[src/hw/rtl/cdf_inverse_sampler_core_macros.svh]
// Assertion macros used by the sampler core's RTL.
`ifndef CDF_INVERSE_SAMPLER_CORE_MACROS_SVH
`define CDF_INVERSE_SAMPLER_CORE_MACROS_SVH

// The condition implies the expression in the same cycle.
`define CIS_ASSERT_IMPLIES(lbl, cond, expr, msg) \
  lbl: assert property (@(posedge clk) disable iff (!rst_n) (cond) |-> (expr)) \
    else $error(msg);

// The condition implies the expression in the following cycle.
`define CIS_ASSERT_NEXT(lbl, cond, expr, msg) \
  lbl: assert property (@(posedge clk) disable iff (!rst_n) (cond) |=> (expr)) \
    else $error(msg);

`endif

[src/hw/rtl/cis_pkg.sv]
// Types and constants shared by the sampler's modules.
package cis_pkg;

  // Field widths of the transfers and the row width register.
  localparam int KIND_W   = 2;
  localparam int WEIGHT_W = 16;
  localparam int SUM_W    = 28;
  localparam int IDX_W    = 12;
  localparam int STAT_W   = 2;
  localparam int RW_W     = 13;

  // Configuration port geometry.
  localparam int APB_AW = 3;
  localparam int APB_DW = 32;

  // Register word indexes.
  localparam logic [0:0] REG_ROW_WIDTH = 1'b0;

  localparam logic [RW_W-1:0] ROW_WIDTH_RESET = 13'd64;
  localparam logic [SUM_W-1:0] SUM_MAX = {SUM_W{1'b1}};

  // Item kinds.
  localparam logic [KIND_W-1:0] KIND_LOAD    = 2'd0;
  localparam logic [KIND_W-1:0] KIND_SAMPLE  = 2'd1;
  localparam logic [KIND_W-1:0] KIND_RESTART = 2'd2;
  localparam logic [KIND_W-1:0] KIND_NOP     = 2'd3;

  // Result status codes.
  localparam logic [STAT_W-1:0] STAT_OK    = 2'd0;
  localparam logic [STAT_W-1:0] STAT_RANGE = 2'd1;
  localparam logic [STAT_W-1:0] STAT_FULL  = 2'd2;

  typedef struct packed {
    logic [KIND_W-1:0]   kind;
    logic [WEIGHT_W-1:0] weight;
    logic [SUM_W-1:0]    random_value;
  } in_item_t;

  typedef struct packed {
    logic [IDX_W-1:0]  row_index;
    logic [IDX_W-1:0]  column_index;
    logic [SUM_W-1:0]  running_total;
    logic [STAT_W-1:0] status;
  } out_item_t;

endpackage

[src/hw/rtl/cis_divider.sv]
// Restoring divider that splits an entry index into row and column, one bit a cycle.
module cis_divider import cis_pkg::*; #(
  parameter int DW = 12
) (
  input  logic            clk,
  input  logic            rst_n,
  input  logic            start,
  input  logic [DW-1:0]   dividend,
  input  logic [RW_W-1:0] divisor,
  output logic            done,
  output logic [DW-1:0]   quotient,
  output logic [RW_W-1:0] remainder
);

  localparam int CNT_W = $clog2(DW + 1);

  logic             busy_r;
  logic             done_r;
  logic [CNT_W-1:0] cnt_r;
  logic [DW-1:0]    quo_r;
  logic [RW_W-1:0]  rem_r;
  logic [RW_W-1:0]  dvs_r;
  logic [RW_W:0]    shifted;
  logic [RW_W:0]    diff;
  logic             take;
  logic [RW_W-1:0]  rem_step;
  logic [DW-1:0]    quo_step;

  // One restoring step: shift in the next dividend bit and try a subtraction.
  always_comb begin
    shifted  = {rem_r, quo_r[DW-1]};
    diff     = shifted - {1'b0, dvs_r};
    take     = (shifted >= {1'b0, dvs_r});
    rem_step = take ? diff[RW_W-1:0] : shifted[RW_W-1:0];
    quo_step = DW'({quo_r, take});
  end

  // Control state.
  always_ff @(posedge clk) begin
    if (!rst_n) begin
      busy_r <= 1'b0;
      done_r <= 1'b0;
      cnt_r  <= '0;
    end else begin
      done_r <= 1'b0;
      if (start) begin
        busy_r <= 1'b1;
        cnt_r  <= CNT_W'(DW);
      end else if (busy_r) begin
        cnt_r <= cnt_r - CNT_W'(1);
        if (cnt_r == CNT_W'(1)) begin
          busy_r <= 1'b0;
          done_r <= 1'b1;
        end
      end
    end
  end

  // Datapath; the dividend register turns into the quotient as bits shift out.
  always_ff @(posedge clk) begin
    if (start) begin
      quo_r <= dividend;
      rem_r <= '0;
      dvs_r <= divisor;
    end else if (busy_r) begin
      quo_r <= quo_step;
      rem_r <= rem_step;
    end
  end

  assign done      = done_r;
  assign quotient  = quo_r;
  assign remainder = rem_r;

endmodule

[config.mk]
export PLATFORM = sky130hd
export DESIGN_NAME = cis_divider
export DESIGN_NICKNAME = d
export VERILOG_FILES = /design/src/hw/rtl/cdf_inverse_sampler_core_macros.svh /design/src/hw/rtl/cis_pkg.sv /design/src/hw/rtl/cis_divider.sv
export SDC_FILE = /design/constraint.sdc
export NUM_CORES = 1
export LEC_CHECK = 0
export ABC_AREA = 1
export ABC_CLOCK_PERIOD_IN_PS = 4650
export BUFFER_PORTS_ARGS = -buffer_cell sky130_fd_sc_hd__buf_2
export CAP_MARGIN = 20
export CORE_AREA = 2 2 95 97
export CTS_CLUSTER_SIZE = 28
export DETAILED_ROUTE_END_ITERATION = 16
export DIE_AREA = 0 0 97 99
export HOLD_SLACK_MARGIN = 0.1
export PLACE_DENSITY = 0.6
export SETUP_SLACK_MARGIN = 0.3
export SYNTH_ARGS = -nofsm -noshare
export SYNTH_HDL_FRONTEND = slang
export SYNTH_SLANG_ARGS = --single-unit
[constraint.sdc]
create_clock -name clk -period 4.65 [get_ports clk]
set_clock_uncertainty 0.2 [all_clocks]
set_input_delay 0.6975 -clock clk [delete_from_list [all_inputs] [get_ports clk]]
set_output_delay 0.6975 -clock clk [all_outputs]
set_load 0.05 [all_outputs]
==> impl_metrics.toml <==
[logic_synthesis]
synthFlopType = "edfxtp_1"
ys_async_sr_fraction_pct = 0
syn-mean-instance-area_um2 = 7.288
synth_edf_count = 25
synth_cells = 366
ys_seq_elements = 44
netlist-cell-type-count = 30
syn-cell-area_um2 = 2668
synth_fp_nets = 410
yosysWarnings = 0
synth-seq-area-share_pct = 42.40

[worst_setup_path]
setup.worst_path.end_class = "register"
r2r-start = "quotient[11]"
path_buf_inv = 2
critPathMaxFanout = 30
cp.required_ns = 4.38
path_cells = "buf_2 -> nor2_1 -> inv_1"
slowest_delay_ns = 0.68
critPathLaunchType = "input port"
critical_path_arrival_ns = 2.24
crit_slowest_cell = "nor2_1"
r2r_end = "remainder[1]"
critPathKind = "in -> reg"
crit_family = "buffers and inverters"
rrSetupSlack_ns = 2.16
r2r_cells = 14

[clock_network]
numCtsBuffers = 5
htreeDepth = 2
clk_pin_slew_ns = 0.09
cts_root_buf = "clkbuf_8"
cts_tree = "built"
clkLatencyLatePin_ns = 0.30
cts_num_sinks = 44
post-cts-setup-buffers = 0
hold_buffers = 0
clockBufferDepth = 2
post_cts_resized = 0

[routing]
finalWirelength_um = 6193
drc = 0
firstDrtPassIters = 5
wire_per_inst_um = 11.71
vias = 2371
viasPerCell = 4.482
drt_iter0_drc = 99
ant_nets = 0

[timing]
rsz0062_at_grt = "false"
max-slew-margin-rel_pct = 48.20
final.setup.tns_ns = 0
min_period_ns = 2.513
hold_viol = 0
worst_pin_slew_ns = 0.7742
setup_viol = 0
finalCritPeriodShare_pct = 54.04
whs_ns = 0.2879
maxSlewViolCount = 0
max_freq_ghz = 0.3980
fin_ws_ns = 2.137

[global_route]
grt_max_degree = 31
grt_pass1_vias = 2248
grt_use_total_pct = 13.45
overflow = 0
grt_pass1_wl_um = 10580
antenna_found_initial = 0

[placement]
port_buffers = 53
finalWeightedCongestion = 0.8906
dp_slack_ns = 1.817
dp_cells = 521
dp_hpwl_um = 4746

[power]
powerDensity_nw_per_um2 = 297.0
p_clk_share_pct = 33.8
comb_power_share_pct = 18.0
switching_share_pct = 29.09
p_switching_w = 0.0002724
intPower_w = 0.0006642
leakage_nw = 1.664
peakVddDrop_v = 0.0001214
power_w = 0.0009367
p_seq_share_pct = 48.2

[outcome]
status = "finished, final reports clean"

[final_layout]
layout-drive-gt1-share_pct = 17.10
fillers = 910
antenna_cells = 0
syn_to_final_growth_pct = 18.25
nets = 464
fin_cells = 529

[flow_run]
drv_cap = 0

[die]
rows = 34
initial_core_util_pct = 31.20
die_x_um = 97
coreArea_um2 = 8551
dieHeight_um = 99
pin_count = 54
dieArea_um2 = 9603

[hold_path]
min_to = "cnt_r[3]"
hp-start = "cnt_r[3]"
hold_class = "reg -> reg"
hold_depth = 2
==> per-layer routing <==
layer  wire length (um)  track usage, %  vias to the layer above
met5                  0               0                        -
met4                 55           3.792                        0
met3                358           2.979                        4
met2               2692           20.89                       63
met1               3087           18.91                     1056
li1                   -               -                     1248
==> worst min-delay path, cell delays in order (launching register included) <==
cell	delay, ns
dfxtp_1	0.32
nand2_1	0.06
a31oi_1	0.07
==> per-stage QoR <==
step	utilization, %	area (um2)
final	36.89	3154
after floorplan	-	2668
after global placement	35.47	3033
after detailed placement	35.47	3033
after global routing	36.89	3154
after CTS	36.89	3154
==> sequential cells by signal (all words and copies together) (netlist names) <==
name       flops
cnt_r          4
done           1
busy_r         1
dvs_r         13
quotient      12
remainder     13
==> logic make-up (layout without fill, tap and decap cells) <==
kind of cell	count (synthesis)	count (layout)	share of synthesized area, %
AO/OA/AOI/OAI	16	16	3.424
XOR/XNOR	4	4	1.314
adder cells (fa/ha/maj)	16	16	7.786
buffers and inverters	69	124	10.18
flip-flops	44	44	42.40
AND/OR/NAND/NOR	217	217	34.90
==> cell usage in the layout (no fill, tap or decap) <==
cell,count
a211oi_1,1
a21oi_1,4
a31oi_1,1
buf_2,53
bufinv_16,1
clkbuf_8,6
clkinv_4,1
dfxtp_1,19
edfxtp_1,25
fa_1,1
ha_1,15
inv_1,62
inv_2,1
nand2_1,134
nand2_2,3
nand2_4,1
nand3_1,24
nand3_4,1
nand3b_1,3
nand4_1,9
nor2_1,36
nor2_2,3
nor2_4,2
nor3_1,1
o211ai_1,1
o21ai_0,1
o21ai_1,6
o21bai_1,2
xnor2_1,2
xor2_1,2
==> power groups by stage <==
stage	Clock (W)	Sequential (W)	Combinational, W
floorplan	0	0.000499	0.0000829
global placement	0	0.000460	0.000168
detailed placement	0	0.000459	0.000169
CTS	0.000327	0.000452	0.000170
global route	0.000337	0.000454	0.000189
finish	0.000317	0.000451	0.000169
==> worst max path at each step <==
stage	from	to	slack, ns	depth (start not counted)
6_report	start	quotient[5]	2.14	3
2_1_floorplan	quotient[11]	quotient[0]	2.11	13
3_5_place_dp	start	quotient[2]	1.82	3
4_1_cts	start	quotient[4]	2.13	3
3_3_place_gp	start	quotient[3]	1.89	3
5_1_grt	quotient[11]	remainder[9]	1.90	14
==> cell type report <==
type / count / area (um2) / area share (%)
clock buffer: 6 / 82.58 / 2.618
clock inverter: 2 / 38.79 / 1.230
inverter: 63 / 236.5 / 7.497
multi-input combinational: 253 / 1265 / 40.10
sequential: 44 / 1131 / 35.86
tap: 108 / 135.1 / 4.284
timing repair buffer: 53 / 265.3 / 8.409
==> synthesized netlist by cell type, types with 2 or more instances <==
master    count  area share (%)
nor2_1       36             5.1
xnor2_1       2            0.66
nor2_2        3            0.70
nand2_1     134              19
xor2_1        2            0.66
a21oi_1       4            0.75
dfxtp_1      19              14
clkbuf_1      3            0.42
nor2_4        2            0.84
nand3b_1      3            0.84
edfxtp_1     25              28
nand4_1       9             2.1
nand3_1      24             4.5
ha_1         15             7.0
inv_1        62             8.7
o21ai_1       6             1.1
o21bai_1      2            0.56
nand2_2       3            0.70
(Power assumes the default switching activity.)
