### config.mk
export PLATFORM = sky130hd
export DESIGN_NAME = cis_apb_regs
export DESIGN_NICKNAME = d
export VERILOG_FILES = /design/src/hw/rtl/cdf_inverse_sampler_core_macros.svh /design/src/hw/rtl/cis_pkg.sv /design/src/hw/rtl/cis_apb_regs.sv
export SDC_FILE = /design/constraint.sdc
export NUM_CORES = 1
export LEC_CHECK = 0
export ABC_AREA = 1
export BUFFER_PORTS_ARGS = -buffer_cell sky130_fd_sc_hd__buf_2
export CAP_MARGIN = 10
export CELL_PAD_IN_SITES_DETAIL_PLACEMENT = 1
export CELL_PAD_IN_SITES_GLOBAL_PLACEMENT = 2
export CORE_MARGIN = 10
export CORE_UTILIZATION = 16
export CTS_BUF_LIST = sky130_fd_sc_hd__clkbuf_8
export CTS_CLUSTER_SIZE = 25
export DETAILED_ROUTE_END_ITERATION = 8
export PLACE_DENSITY = 0.9
export REMOVE_ABC_BUFFERS = 1
export SETUP_SLACK_MARGIN = 0.4
export SLEW_MARGIN = 20
export SYNTH_ARGS = -nofsm -noshare
export SYNTH_HDL_FRONTEND = slang
export SYNTH_SLANG_ARGS = --single-unit
### constraint.sdc
create_clock -name clk -period 1.7 [get_ports clk]
set_input_delay 0.34 -clock clk [delete_from_list [all_inputs] [get_ports clk]]
set_output_delay 0.34 -clock clk [all_outputs]
set_load 0.01 [all_outputs]
### src/hw/rtl/cdf_inverse_sampler_core_macros.svh
// Assertion macros used by the sampler core's RTL.
`ifndef CDF_INVERSE_SAMPLER_CORE_MACROS_SVH
`define CDF_INVERSE_SAMPLER_CORE_MACROS_SVH

// The condition implies the expression in the same cycle.
`define CIS_ASSERT_IMPLIES(lbl, cond, expr, msg) \
  lbl: assert property (@(posedge clk) disable iff (!rst_n) (cond) |-> (expr)) \
    else $error(msg);

// The condition implies the expression in the following cycle.
`define CIS_ASSERT_NEXT(lbl, cond, expr, msg) \
  lbl: assert property (@(posedge clk) disable iff (!rst_n) (cond) |=> (expr)) \
    else $error(msg);

`endif

### src/hw/rtl/cis_pkg.sv
// Types and constants shared by the sampler's modules.
package cis_pkg;

  // Field widths of the transfers and the row width register.
  localparam int KIND_W   = 2;
  localparam int WEIGHT_W = 16;
  localparam int SUM_W    = 28;
  localparam int IDX_W    = 12;
  localparam int STAT_W   = 2;
  localparam int RW_W     = 13;

  // Configuration port geometry.
  localparam int APB_AW = 3;
  localparam int APB_DW = 32;

  // Register word indexes.
  localparam logic [0:0] REG_ROW_WIDTH = 1'b0;

  localparam logic [RW_W-1:0] ROW_WIDTH_RESET = 13'd64;
  localparam logic [SUM_W-1:0] SUM_MAX = {SUM_W{1'b1}};

  // Item kinds.
  localparam logic [KIND_W-1:0] KIND_LOAD    = 2'd0;
  localparam logic [KIND_W-1:0] KIND_SAMPLE  = 2'd1;
  localparam logic [KIND_W-1:0] KIND_RESTART = 2'd2;
  localparam logic [KIND_W-1:0] KIND_NOP     = 2'd3;

  // Result status codes.
  localparam logic [STAT_W-1:0] STAT_OK    = 2'd0;
  localparam logic [STAT_W-1:0] STAT_RANGE = 2'd1;
  localparam logic [STAT_W-1:0] STAT_FULL  = 2'd2;

  typedef struct packed {
    logic [KIND_W-1:0]   kind;
    logic [WEIGHT_W-1:0] weight;
    logic [SUM_W-1:0]    random_value;
  } in_item_t;

  typedef struct packed {
    logic [IDX_W-1:0]  row_index;
    logic [IDX_W-1:0]  column_index;
    logic [SUM_W-1:0]  running_total;
    logic [STAT_W-1:0] status;
  } out_item_t;

endpackage

### src/hw/rtl/cis_apb_regs.sv
// Configuration register file behind the APB-style port.
module cis_apb_regs import cis_pkg::*; (
  input  logic              clk,
  input  logic              rst_n,
  input  logic              psel,
  input  logic              penable,
  input  logic              pwrite,
  input  logic [APB_AW-1:0] paddr,
  input  logic [APB_DW-1:0] pwdata,
  output logic [APB_DW-1:0] prdata,
  output logic              pready,
  output logic [RW_W-1:0]   row_width
);

  logic [RW_W-1:0] row_width_r;
  logic            wr_row_width;

  // Registers sit on 32-bit words, so byte address bit 2 selects the word.
  assign wr_row_width = psel && penable && pwrite && (paddr[2:2] == REG_ROW_WIDTH);

  always_ff @(posedge clk) begin
    if (!rst_n) begin
      row_width_r <= ROW_WIDTH_RESET;
    end else if (wr_row_width) begin
      row_width_r <= pwdata[RW_W-1:0];
    end
  end

  // Read data; words beyond the register list read as zero.
  always_comb begin
    unique case (paddr[2:2])
      REG_ROW_WIDTH: prdata = APB_DW'(row_width_r);
      default:       prdata = '0;
    endcase
  end

  assign pready    = 1'b1;
  assign row_width = row_width_r;

endmodule

==> results of run 1 <==
## power groups by stage
stage                     Combinational, uW  Sequential, uW  Clock [uW]
after floorplan                        67.6             334           0
after global placement                  135             330           0
after detailed placement                137             330           0
after CTS                               137             323         294
after global routing                    157             325         307
final                                   135             323         281
## logic make-up (layout without fill, tap and decap cells)
family / after synthesis / in the layout / share of synthesized area
AND/OR/NAND/NOR: 67 / 67 / 0.331
buffers and inverters: 53 / 78 / 0.343
flip-flops: 13 / 13 / 0.310
other: 2 / 20 / 0.00896
AO/OA/AOI/OAI: 1 / 1 / 0.00596
## path summary, 6_finish.rpt
path / start / to / slack, ns
max: row_width[4] / prdata[4] / 0.49
min: pwdata[6] / row_width[6] / 0.31
max reg2reg: row_width[6] / row_width[6] / 1.11
min reg2reg: row_width[8] / row_width[8] / 0.50
## routing by layer
layer,up-vias,share of wire
met5,-,0
met4,0,0.014
met3,2,0.11
met2,32,0.49
met1,359,0.39
li1,433,-
## cells in the final DEF (no fill, tap or decap)
master / instances
dfxtp_1: 12
nand2_1: 14
nor2_1: 38
nand3_1: 13
clkbuf_8: 3
o21ai_0: 1
nor2_4: 1
buf_2: 44
nand2_2: 1
buf_4: 2
inv_2: 1
conb_1: 20
inv_1: 28
dfxtp_2: 1
## worst max-delay path, delay by kind of cell, from the launching register on
family        cells  cell delay, ns
buf+inv           2            0.19
simple gates      1            0.09
flops             1            0.35
## through the flow
| step | area (um2) | setup WS, ns | cells | total power [uW] | utilization |
|---|---|---|---|---|---|
| 2_1_floorplan | 723 | 0.616 | 129 | 402 | - |
| 3_3_place_gp | 1050 | 0.461 | 245 | 464 | 0.205 |
| 3_5_place_dp | 1050 | 0.434 | 245 | 467 | 0.205 |
| 4_1_cts | 1090 | 0.457 | 249 | 755 | 0.214 |
| 5_1_grt | 1090 | 0.408 | 249 | 788 | 0.214 |
| 6_report | 1090 | 0.490 | 249 | 739 | 0.214 |
## timing repair
item                       in CTS  in global routing
gates resized for setup         0                  1
hold endpoints to repair        0                  0
setup endpoints to repair       0                  1
## layout make-up
cell class                      count  area share
Inverter                           28      0.0962
Sequential cell                    13       0.239
Tap cell                           70      0.0802
Timing Repair Buffer               46       0.215
Clock inverter                      1     0.00344
Multi-Input combinational cell     88       0.328
Clock buffer                        3      0.0378
==> metrics.txt, run 1 <==
Final #Nets=220; Tmin final=approximately 1.2 ns; overall routed net length=approximately 2800 um; Comb pwr share=0.182; Initial Utilization=0.164; die height=roughly 90 um; CP max stage delay=roughly 0.35 ns; fill count=689; vias in the first global route=900; cts hold-fix bufs=0; Cell Int Power=522 uW; Detail Route Antenna Nets=0; Max Buffers Root-to-Sink=2; detailed placement HPWL=about 2300 um; Reg area=262 um2; core area=5110 um2; dominant synthesized flop cell=dfxtp_1; Hold Violations, Final=0; top cells by area, synth=dfxtp_1 (31%), buf_4 (19%), nor2_1 (17%); most numerous cell in the Yosys netlist=nor2_1; sequential fraction of design power=0.437; WP data arrival=slightly below 0.9 ns; WHS Path Cells=3; Antenna Cells=0; post-synth cell types=14; clk_lat worst skew=around 0.24 ns; RSZ-0062 raised after global routing=false; first-pass GRT wire length=about 4500 um; Startpoint Class=flip-flop; Slew Limit Fails=0; setup TNS=0 ns; switch share=0.293; Synth top cells by count=nor2_1 (38), inv_1 (27), buf_4 (21), nand2_1 (14); CP Cell Sequence=inv_1 -> nor2_1 -> buf_2; detailed router's first-iteration violation count=26; Worst-path clk slew=about 0.060 ns; global routing usage on met2=0.116; P_sw=roughly 220 uW; synth-to-layout area growth=30.3%; Max-Cap Viols=0; hold crit path type=input port to flip-flop; P_leak=0.000638 uW; RD Place Congestion=between 0.6 and 0.7; CP max FO=3; skew final=0 ns; post-synthesis cell count=136; initial antenna violation count=0; Yosys warning count=0; CTS tree=built; met1 Use GR=0.0617; Avg WL per Cell=roughly 11 um; DIE AREA=about 8500 um2; async set-reset flop share out of synthesis=0; global route total overflow=0; DR vias/cell=3.32; Clk pwr share=0.381; hold_ws=between 0.3 and 0.4 ns; most used routing layer=met2; root buffer cell=clkbuf_8; Die X=a little over 90 um; fin crit share=0.712; max reg flops=13; maximum vdd drop=167 uV; PortBufs=44; Post-CTS Setup Bufs=0; final-report setup violation count=0; EDFF count, synth=0; Critical-path top delay cell=dfxtp_1; cell area power density=677 nW/um2; share of the synthesized area in the top cell type=0.310; 1st-pass router iterations=4; Tot GR Track Use=0.0647; worst path required time=between 1 and 1.5 ns; largest net degree at the start of global routing=16; kind of critical path=flip-flop to output pin; residual DRC count=0; status=finished clean; # rows=26; Avg Inst Size Synth=between 6 and 7 um2; area of the multi-input gates=358 um2; vias=just over 800; Crit. End Element=output pin; synthesized flop and latch total=13; Seq/Total Area, Yosys=0.310; Synth area leader=dfxtp_1; TritonCTS Buffers=3; H-Tree Depth=1; reg2reg path depth=2; fmax=826 MHz; clock tree sinks=13; layout cells sized above 1=0.296; io pins=86; Post-Syn Area=838 um2; GRT met3 Usage=0.0274
(Power assumes the default switching activity.)
==> run 2: changes to the inputs <==
Settings changed: CORE_UTILIZATION 16 to 15, PLACE_DENSITY 0.9 to 0.85.
Clock period 1.7 ns to 1.2 ns, I/O delays scaled along.
==> run 2 against run 1 <==
  * First-iteration DRC count fell by 58%
  * Clock power increased by 41%
  * Design area up 18%
  * Flip-flop and latch count unchanged
  * Critical endpoint is now prdata[9]
==> metrics.txt, run 2 (synthesis results as in run 1) <==
vias in the first global route=about 840; CP max FO=3; largest net degree at the start of global routing=16; WP data arrival=between 0.8 and 0.9 ns; maximum vdd drop=between 200 and 250 uV; fin crit share=0.897; die height=94.8 um; status=finished clean; Crit. End Element=output pin; detailed placement HPWL=2290 um; Comb pwr share=0.218; CTS tree=built; Cell Int Power=a little under 800 uW; overall routed net length=between 3000 and 4000 um; kind of critical path=flip-flop to output pin; Slew Limit Fails=0; fmax=929 MHz; Critical R2R Capture=row_width[6]; hold_ws=around 0.22 ns; cell area power density=848 nW/um2; global route total overflow=0; TritonCTS Buffers=3; Tmin final=1.08 ns; final-report setup violation count=0; vias=870; skew final=0 ns; residual DRC count=0; io pins=86; Final #Nets=about 230; Critical Path End=prdata[9]; max reg flops=13; Antenna Cells=0; Clk pwr share=0.361; Detail Route Antenna Nets=0; Avg WL per Cell=approximately 12 um; Die X=approximately 95 um; crit path from=row_width[9]; layout cells sized above 1=0.468; clk_lat worst skew=approximately 0.24 ns; Tot GR Track Use=0.0621; CP max stage delay=0.36 ns; P_leak=between 0.0006 and 0.0007 uW; sequential fraction of design power=0.421; Max-Cap Viols=0; Worst-path clk slew=~0.060 ns; RD Place Congestion=around 0.71; RSZ-0062 raised after global routing=true; clock tree sinks=13; CP Cell Sequence=inv_2 -> nor2_1 -> buf_2; cts hold-fix bufs=0; setup TNS=0 ns; DIE AREA=about 9000 um2; total power=1100 uW; P_sw=322 uW; commonest non-fill, non-tap cells in the layout=nor2_1 (35), buf_2 (32), conb_1 (20), inv_1 (17), buf_6 (15); switch share=0.294; Max Buffers Root-to-Sink=2; synth-to-layout area growth=54.2%; PortBufs=44; hold crit path type=input port to flip-flop; DR vias/cell=roughly 3.4; reg2reg path depth=3; # rows=27; Reg2Reg Setup Slack=0.51 ns; core area=5470 um2; 1st-pass router iterations=4; Initial Utilization=0.153; Critical-path top delay cell=dfxtp_4; detailed router's first-iteration violation count=11; Hold Violations, Final=0; worst path required time=between 0.9 and 1 ns; most common cell after layout, fill and taps aside=nor2_1; Finished Core Util=0.236; root buffer cell=clkbuf_8; initial antenna violation count=0; first-pass GRT wire length=4320 um; reg2reg start=row_width[6]; fill count=around 720; Startpoint Class=flip-flop; H-Tree Depth=1
[run 2: cell types whose count changed in the layout (fill, tap and decap cells not counted), moves of 2 or more]
cell,previous run,this run
buf_2,44,32
buf_6,0,15
clkinvlp_4,0,2
dfxtp_1,12,0
dfxtp_2,1,11
dfxtp_4,0,2
inv_1,28,17
inv_2,1,11
nor2_1,38,35
nor2_2,0,3
[run 2: per-layer routing]
layer | vias up | share of wire | track usage
met2 | 30 | 0.54 | 0.116
met3 | 2 | 0.10 | 0.0254
met1 | 389 | 0.34 | 0.0574
met4 | 0 | 0.013 | 0.0299
li1 | 449 | - | -
met5 | - | 0 | 0
[run 2: what timing repair did]
| item | in CTS | in global routing |
|---|---|---|
| endpoints found under the setup margin | 39 | 39 |
| cloned | 1 | 1 |
| pin swaps | 1 | 2 |
| buffers inserted | 1 | 5 |
| gates resized for setup | 28 | 26 |
[run 2: layout make-up]
class                           instances  area, um2  area share
Multi-Input combinational cell         88        373       0.288
Clock inverter                          1       3.75     0.00290
Inverter                               28        109      0.0842
Sequential cell                        13        282       0.218
Timing Repair inverter                  1       7.51     0.00581
Timing Repair Buffer                   52        387       0.299
Tap cell                               72       90.1      0.0697
Clock buffer                            3       41.3      0.0319
[run 2: through the flow]
step	std cells	cell area (um2)	setup WS [ns]
2_1_floorplan	129	723	0.216
3_3_place_gp	246	1040	0.0551
3_5_place_dp	246	1040	0.0182
4_1_cts	252	1180	0.112
5_1_grt	258	1290	0.0635
6_report	258	1290	0.123
[run 2: how the worst min path moves through the flow]
stage               from            to  depth (start not counted)  slack, ns
6_report       pwdata[6]  row_width[6]                          3       0.22
5_1_grt        pwdata[6]  row_width[6]                          3       0.23
2_1_floorplan      rst_n  row_width[6]                          1       0.32
4_1_cts        pwdata[6]  row_width[6]                          3       0.21
3_3_place_gp   pwdata[6]  row_width[6]                          3       0.46
3_5_place_dp   pwdata[6]  row_width[6]                          3       0.47
[run 2: critical path: cells and delay by family (launching register included)]
family                 cells  cell delay [ns]
DFF                        1             0.36
and+or+nand+nor            1             0.07
buffers and inverters      2             0.16
[run 2: power groups by stage]
stage | sequential (uW) | combinational [uW] | clock, uW
floorplan | 473 | 95.8 | 0
global placement | 467 | 189 | 0
detailed placement | 468 | 192 | 0
CTS | 464 | 211 | 416
global route | 464 | 269 | 426
finish | 461 | 239 | 396
==> run 3: changes to the inputs <==
Settings changed: GPL_TIMING_DRIVEN from default to 0.
==> run 3 against run 2 <==
  * Maximum frequency fell by 2.2%
  * Via count up 1.7%
  * Combinational power increased by 11%
  * Register-to-register slack worse by 0.02 ns
  * Sequential share of layout area decreased by 1.5 points
  * Count of clock-buffer cells in the layout unchanged
  * Cell count up 0.78%
  * Design area grew 7.2%
  * Sequential power about the same
  * Non-clock buffer count rose by 2
==> metrics.txt, run 3 (synthesis results as in run 1) <==
DIE AREA=roughly 9000 um2; PortBufs=44; total power=approximately 1100 uW; hold crit path type=input port to flip-flop; skew final=0 ns; global route total overflow=0; residual DRC count=0; RSZ-0062 raised after global routing=true; Startpoint Class=flip-flop; H-Tree Depth=1; synth-to-layout area growth=65.2%; RD Place Congestion=slightly above 0.7; P_leak=between 0.0007 and 0.0008 uW; detailed router's first-iteration violation count=16; first-pass GRT wire length=between 4000 and 5000 um; Hold Violations, Final=0; fill count=between 700 and 800; CTS tree=built; CP Cell Sequence=inv_1 -> nor2_1 -> buf_2; Antenna Cells=0; detailed placement HPWL=between 2000 and 2500 um; reg2reg start=row_width[6]; Avg WL per Cell=12.2 um; P_sw=approximately 340 uW; clk_lat worst skew=around 0.24 ns; commonest non-fill, non-tap cells in the layout=nor2_1 (36), buf_2 (30), inv_1 (20), conb_1 (20), buf_6 (19); initial antenna violation count=0; dpl ws=-0.378 ns; io pins=86; Comb pwr share=0.237; Critical-path top delay cell=dfxtp_2; Detail Route Antenna Nets=0; Final #Nets=approximately 230; # rows=27; cell area power density=811 nW/um2; switch share=0.300; Max-Cap Viols=0; CP max stage delay=~0.35 ns; Reg area=282 um2; Tmin final=1.10 ns; layout cells sized above 1=0.511; CP max FO=3; final-report setup violation count=0; overall routed net length=3170 um; finished layout cell area=about 1400 um2; kind of critical path=flip-flop to output pin; area of the multi-input gates=between 400 and 500 um2; DR vias/cell=between 3 and 4; core area=about 5500 um2; die height=between 90 and 100 um; vias=about 890; maximum vdd drop=235 uV; 1st-pass router iterations=2; Crit. End Element=output pin; cts hold-fix bufs=0; Initial Utilization=0.153; fin crit share=0.918; hold_sp=pwdata[6]; worst path required time=0.96 ns; Cell Int Power=between 700 and 800 uW; Worst-path clk slew=~0.060 ns; WP data arrival=0.86 ns; status=finished clean; max reg flops=13; most common cell after layout, fill and taps aside=nor2_1; TritonCTS Buffers=3; sequential fraction of design power=0.410; Tot GR Track Use=0.0661; largest net degree at the start of global routing=16; vias in the first global route=931; clock tree sinks=13; fmax=~910 MHz; Clk pwr share=0.353; Slew Limit Fails=0; Placed Instance Area=just over 1000 um2; root buffer cell=clkbuf_8; Die X=94.8 um; Max Buffers Root-to-Sink=2; Final WS setup=between 0.09 and 0.1 ns; crit path from=row_width[12]
run 3: worst paths after layout:
path | to | slack (ns) | cells after the start
setup reg to reg | row_width[6] | 0.49 | 3
setup / recovery | prdata[12] | 0.1 | 3
hold / removal | row_width[6] | 0.22 | 3
hold reg to reg | row_width[5] | 0.49 | 2
run 3: layout make-up:
class | instances | share of cell area
Clock buffer | 3 | 0.0298
Clock inverter | 1 | 0.00271
Inverter | 28 | 0.0786
Multi-Input combinational cell | 88 | 0.311
Sequential cell | 13 | 0.203
Tap cell | 72 | 0.0650
Timing Repair Buffer | 54 | 0.304
Timing Repair inverter | 1 | 0.00542
run 3: metal layers:
metal	routed length, um	track usage
met1	1140	0.0565
met2	1730	0.133
met3	261	0.0222
met4	41	0.0299
met5	0	0
run 3: what timing repair did:
| action | CTS | global route |
|---|---|---|
| endpoints found under the setup margin | 39 | 38 |
| hold endpoints to repair | 0 | 0 |
| setup buffers | 3 | 7 |
| gates resized for setup | 26 | 38 |
| pin swaps | 9 | 16 |
| gates cloned | 1 | 0 |
run 3: power groups by stage:
stage	clock network (uW)	logic, uW	registers (uW)
6_report	397	266	460
5_1_grt	426	296	463
4_1_cts	416	218	462
3_5_place_dp	0	190	468
3_3_place_gp	0	186	467
2_1_floorplan	0	95.8	473
run 3: worst max-delay path: cells and delay by family, from the launching register on:
kind | cells | cell delay (ns)
buffers and inverters | 2 | 0.18
DFF | 1 | 0.35
and+or+nand+nor | 1 | 0.08
run 3: per-stage QoR:
step / hold WS (ns) / TNS, ns / util / cells
floorplan: 0.325 / 0 / - / 129
global placement: 0.459 / -4.39 / 0.189 / 245
detailed placement: 0.464 / -4.45 / 0.189 / 245
CTS: 0.207 / 0 / 0.215 / 253
global route: 0.244 / 0 / 0.253 / 260
finish: 0.217 / 0 / 0.253 / 260
